==> config.mk <==
export PLATFORM = sky130hd
export DESIGN_NAME = atrc_cell
export DESIGN_NICKNAME = d
export VERILOG_FILES = /design/src/hdl/aging_transaction_result_cache_defines.svh /design/src/hdl/atrc_cell.sv
export SDC_FILE = /design/constraint.sdc
export NUM_CORES = 1
export LEC_CHECK = 0
export BUFFER_PORTS_ARGS = -buffer_cell sky130_fd_sc_hd__buf_4
export CORE_AREA = 2 2 356 358
export CTS_CLUSTER_DIAMETER = 50
export DETAILED_ROUTE_END_ITERATION = 16
export DIE_AREA = 0 0 358 360
export GPL_TIMING_DRIVEN = 0
export PLACE_DENSITY = 0.3
export RECOVER_POWER = 25
export SYNTH_ARGS = -nofsm -noshare
export SYNTH_HDL_FRONTEND = slang
export SYNTH_SLANG_ARGS = --single-unit
==> constraint.sdc <==
create_clock -name aclk -period 14.6 [get_ports aclk]
set_input_delay 0.73 -clock aclk [delete_from_list [all_inputs] [get_ports aclk]]
set_output_delay 0.73 -clock aclk [all_outputs]
set_load 0.01 [all_outputs]
==> src/hdl/aging_transaction_result_cache_defines.svh <==
// Assertion macros shared by the cache RTL.
`ifndef AGING_TRANSACTION_RESULT_CACHE_DEFINES_SVH
`define AGING_TRANSACTION_RESULT_CACHE_DEFINES_SVH

// Same-cycle implication, checked out of reset.
`define ATRC_ASSERT_IMP(label, ante, cons, msg) \
    label: assert property (@(posedge aclk) disable iff (!aresetn) (ante) |-> (cons)) \
        else $error(msg);

// Next-cycle implication, checked out of reset.
`define ATRC_ASSERT_NXT(label, ante, cons, msg) \
    label: assert property (@(posedge aclk) disable iff (!aresetn) (ante) |=> (cons)) \
        else $error(msg);

`endif

==> src/hdl/atrc_cell.sv <==
// One table entry of the cache chain: loads a new entry or takes its right neighbor.
module atrc_cell #(
    parameter int W = 304
) (
    input  logic         aclk,
    input  logic         shift_en,
    input  logic         load_en,
    input  logic [W-1:0] load_data,
    input  logic [W-1:0] right_data,
    output logic [W-1:0] data_out
);

    logic [W-1:0] data_reg;

    // load wins over the shift so a rotated entry lands at the tail
    always_ff @(posedge aclk) begin
        if (load_en) begin
            data_reg <= load_data;
        end else if (shift_en) begin
            data_reg <= right_data;
        end
    end

    assign data_out = data_reg;

endmodule

==> reports/results.ini <==
[global_route]
grt_max_degree = 59
grt_pass1_wl_mm = 90.2
met1_usage_pct = 10.7
gr-usage-met2_pct = 17.9
overflow = 0
grtUsageMet3_pct = 4.79
grt_use_total_pct = 10.3
grt_pass1_vias = 11200
antenna_found_initial = 17
top_usage_layer = met2

[finish]
largest_reg_flops = 304
regArea_mm2 = 0.00913
nNetsFinal = 2247
layout-drive-gt1-share_pct = 68.7
syn2layout_area_growth_pct = 77.0
fillers = 13700
multiInputGateArea_mm2 = 0.00377
final_cells = 3347
final_area_mm2 = 0.0245

[critical_path]
crit_arrival_ns = 3.87
worstPathMaxFanout = 58
path_class = input port to register
crit_top_cell = clkbuf_1
crit_chain = clkbuf_1, clkbuf_1, clkbuf_1, or2_4, buf_16, buf_16
cp_top_family = buffers and inverters
cp.required_ns = 14.89
critPathBufInv = 5
endpoint_kind = register
startpoint_type = input port
slowest_stage = clkbuf_1
cp_slowest_stage_delay_ns = 0.72

[logic_synthesis]
synthCells = 643
ys_ff_latch = 304
avgSynthCellArea_um2 = 21.5
yosysUniqueCellTypes = 6
synth.mux.area_fraction_pct = 31.5
async_reset_ff_share_pct = 0
yosys.area.top_type = edfxtp_1
synth_top_family_by_area = multiplexers
synth_most_common_cell = edfxtp_1
yosysWarnings = 0
synth-adder-area-share_pct = 0
yosysTopAreaCellShare_pct = 65.9
netlist_area_mm2 = 0.0138
yosys-top-cells-area = edfxtp_1 66%, mux2_4 27%, mux2_2 4.5%, buf_6 2.4%, buf_2 0.18%
yosys_most_used_dff = edfxtp_1
synth.net_count = 1254
synthXorXnorAreaFrac_pct = 0
synth-seq-area-share_pct = 65.9
synthSimpleGateAreaFrac_pct = 0.0452
synth_common_cells = 304 x edfxtp_1, 249 x mux2_4, 55 x mux2_2, 29 x buf_6, 5 x buf_2
synth-compound-area-share_pct = 0
synth_edf_count = 304

[floorplan]
fp-row-count = 130
start_util_pct = 11.1
ioPinCount = 915
die_w_um = 358
die_h_um = 360
die_area_mm2 = 0.129
core_area_mm2 = 0.125

[route]
vias_per_cell = 3.02
drt_iter0_drc = 450
drt-total-wl_mm = 69.1
final_antenna_net_count = 0
drcViolationCount = 0
route.detailed.wl_per_inst_um = 20.6
drt_first_pass_iters = 4
vias = 10100

[hold_path]
hp-class = input port to register
hold-path-endpoint = data_out[63]$_DFFE_PP_
min_path_cells = 2
min_from = right_data[63]

[clock_tree]
cts.sinks = 304
path_clk_slew_ns = 0.05
post_cts_resized = 0
htreeDepth = 3
clk_path_buf_depth = 3
root_buffer = clkbuf_16
ctsHoldBuffers = 0
post-cts-setup-buffers = 0
cts_tree = done
cts_made_buffers = 72

[timing]
grt_setup_unrepaired = false
setup_viol = 0
final.min_clock_period_ns = 3.58
drv_slew = 0
slew_headroom_pct = 30.0
final_hold_viol_count = 0
fin_tns_setup_ns = 0
tightest_slew_ns = 1.05
timing.fmax_ghz = 0.279
fin_crit_sh_pct = 24.5

[placed_design]
dpl.cell_count = 3212
gp_congestion = 0.793
port_buffers = 913
detailed_place_hpwl_mm = 56.8
place_area_mm2 = 0.0229

[run]
maxCapViolCount = 0

[pwr]
combPwrFrac_pct = 15.2
peakVddDrop_mv = 0.0730
internal-power_mw = 2.41
switchingPower_mw = 0.777
clkPwrFrac_pct = 50.1
switching_share_pct = 24.3
powerDensity_mw_per_mm2 = 130
p_leak_nw = 10.3
power_mw = 3.19
power_frac_seq_pct = 34.7

[run_status]
status = finished, final reports clean

[worst max path at each step]
| stage | start | to | slack (ns) | depth (start not counted) |
|---|---|---|---|---|
| floorplan | load_en | data_out[0]$_DFFE_PP_ | 9.25 | 4 |
| finish | load_en | data_out[125]$_DFFE_PP_ | 11.02 | 6 |
| detailed placement | load_en | data_out[88]$_DFFE_PP_ | 11.66 | 6 |
| CTS | load_en | data_out[125]$_DFFE_PP_ | 12.38 | 6 |
| global placement | load_en | data_out[37]$_DFFE_PP_ | 6.27 | 4 |
| global route | load_en | data_out[125]$_DFFE_PP_ | 10.60 | 6 |
[cells by family after synthesis]
group,after synthesis
multiplexers,304
flip-flops,304
buffers and inverters,34
AND/OR/NAND/NOR,1
[through the flow]
stage / worst slack [ns] / util, % / hold slack [ns]
finish: 11.02 / 19.6 / 0.377
global route: 10.60 / 19.6 / 0.308
CTS: 12.38 / 20.3 / 0.292
detailed placement: 11.66 / 18.4 / 1.03
global placement: 6.27 / 18.2 / 1.03
floorplan: 9.25 / - / 0.947
[cells in the final DEF, fill, tap and decap left out]
| cell type | instances |
|---|---|
| clkinv_1 | 13 |
| mux2_4 | 89 |
| mux2_2 | 49 |
| buf_6 | 1 |
| clkinv_8 | 2 |
| buf_4 | 913 |
| inv_6 | 1 |
| mux2_1 | 166 |
| clkinv_2 | 8 |
| buf_2 | 1 |
| buf_16 | 6 |
| clkbuf_16 | 75 |
| edfxtp_1 | 304 |
| or2_4 | 1 |
| clkinv_4 | 1 |
| inv_16 | 2 |
| clkinvlp_4 | 7 |
| clkbuf_1 | 46 |
| bufinv_16 | 7 |
| diode_2 | 5 |
[layout make-up]
| type | count | share of cell area, % |
|---|---|---|
| multi-input combinational | 305 | 15.4 |
| buffer | 34 | 0.557 |
| tap | 1650 | 8.43 |
| clock inverter | 41 | 1.80 |
| antenna | 5 | 0.0511 |
| timing repair buffer | 919 | 28.7 |
| clock buffer | 89 | 7.88 |
| sequential | 304 | 37.3 |
[per-layer routing]
layer / share of wire [%] / wire length (um) / vias up
met1: 36 / 25000 / 4835
li1: - / - / 4590
met5: 0.062 / 43 / -
met2: 50 / 34700 / 578
met4: 2.6 / 1830 / 6
met3: 11 / 7470 / 105
[power groups by stage]
stage / clock network [mW] / registers (mW) / logic, mW
3_3_place_gp: 0 / 1.13 / 0.536
6_report: 1.60 / 1.11 / 0.485
5_1_grt: 1.71 / 1.12 / 0.521
3_5_place_dp: 0 / 1.12 / 0.540
2_1_floorplan: 0 / 1.17 / 0.139
4_1_cts: 1.67 / 1.11 / 0.541
(Power assumes the default switching activity.)
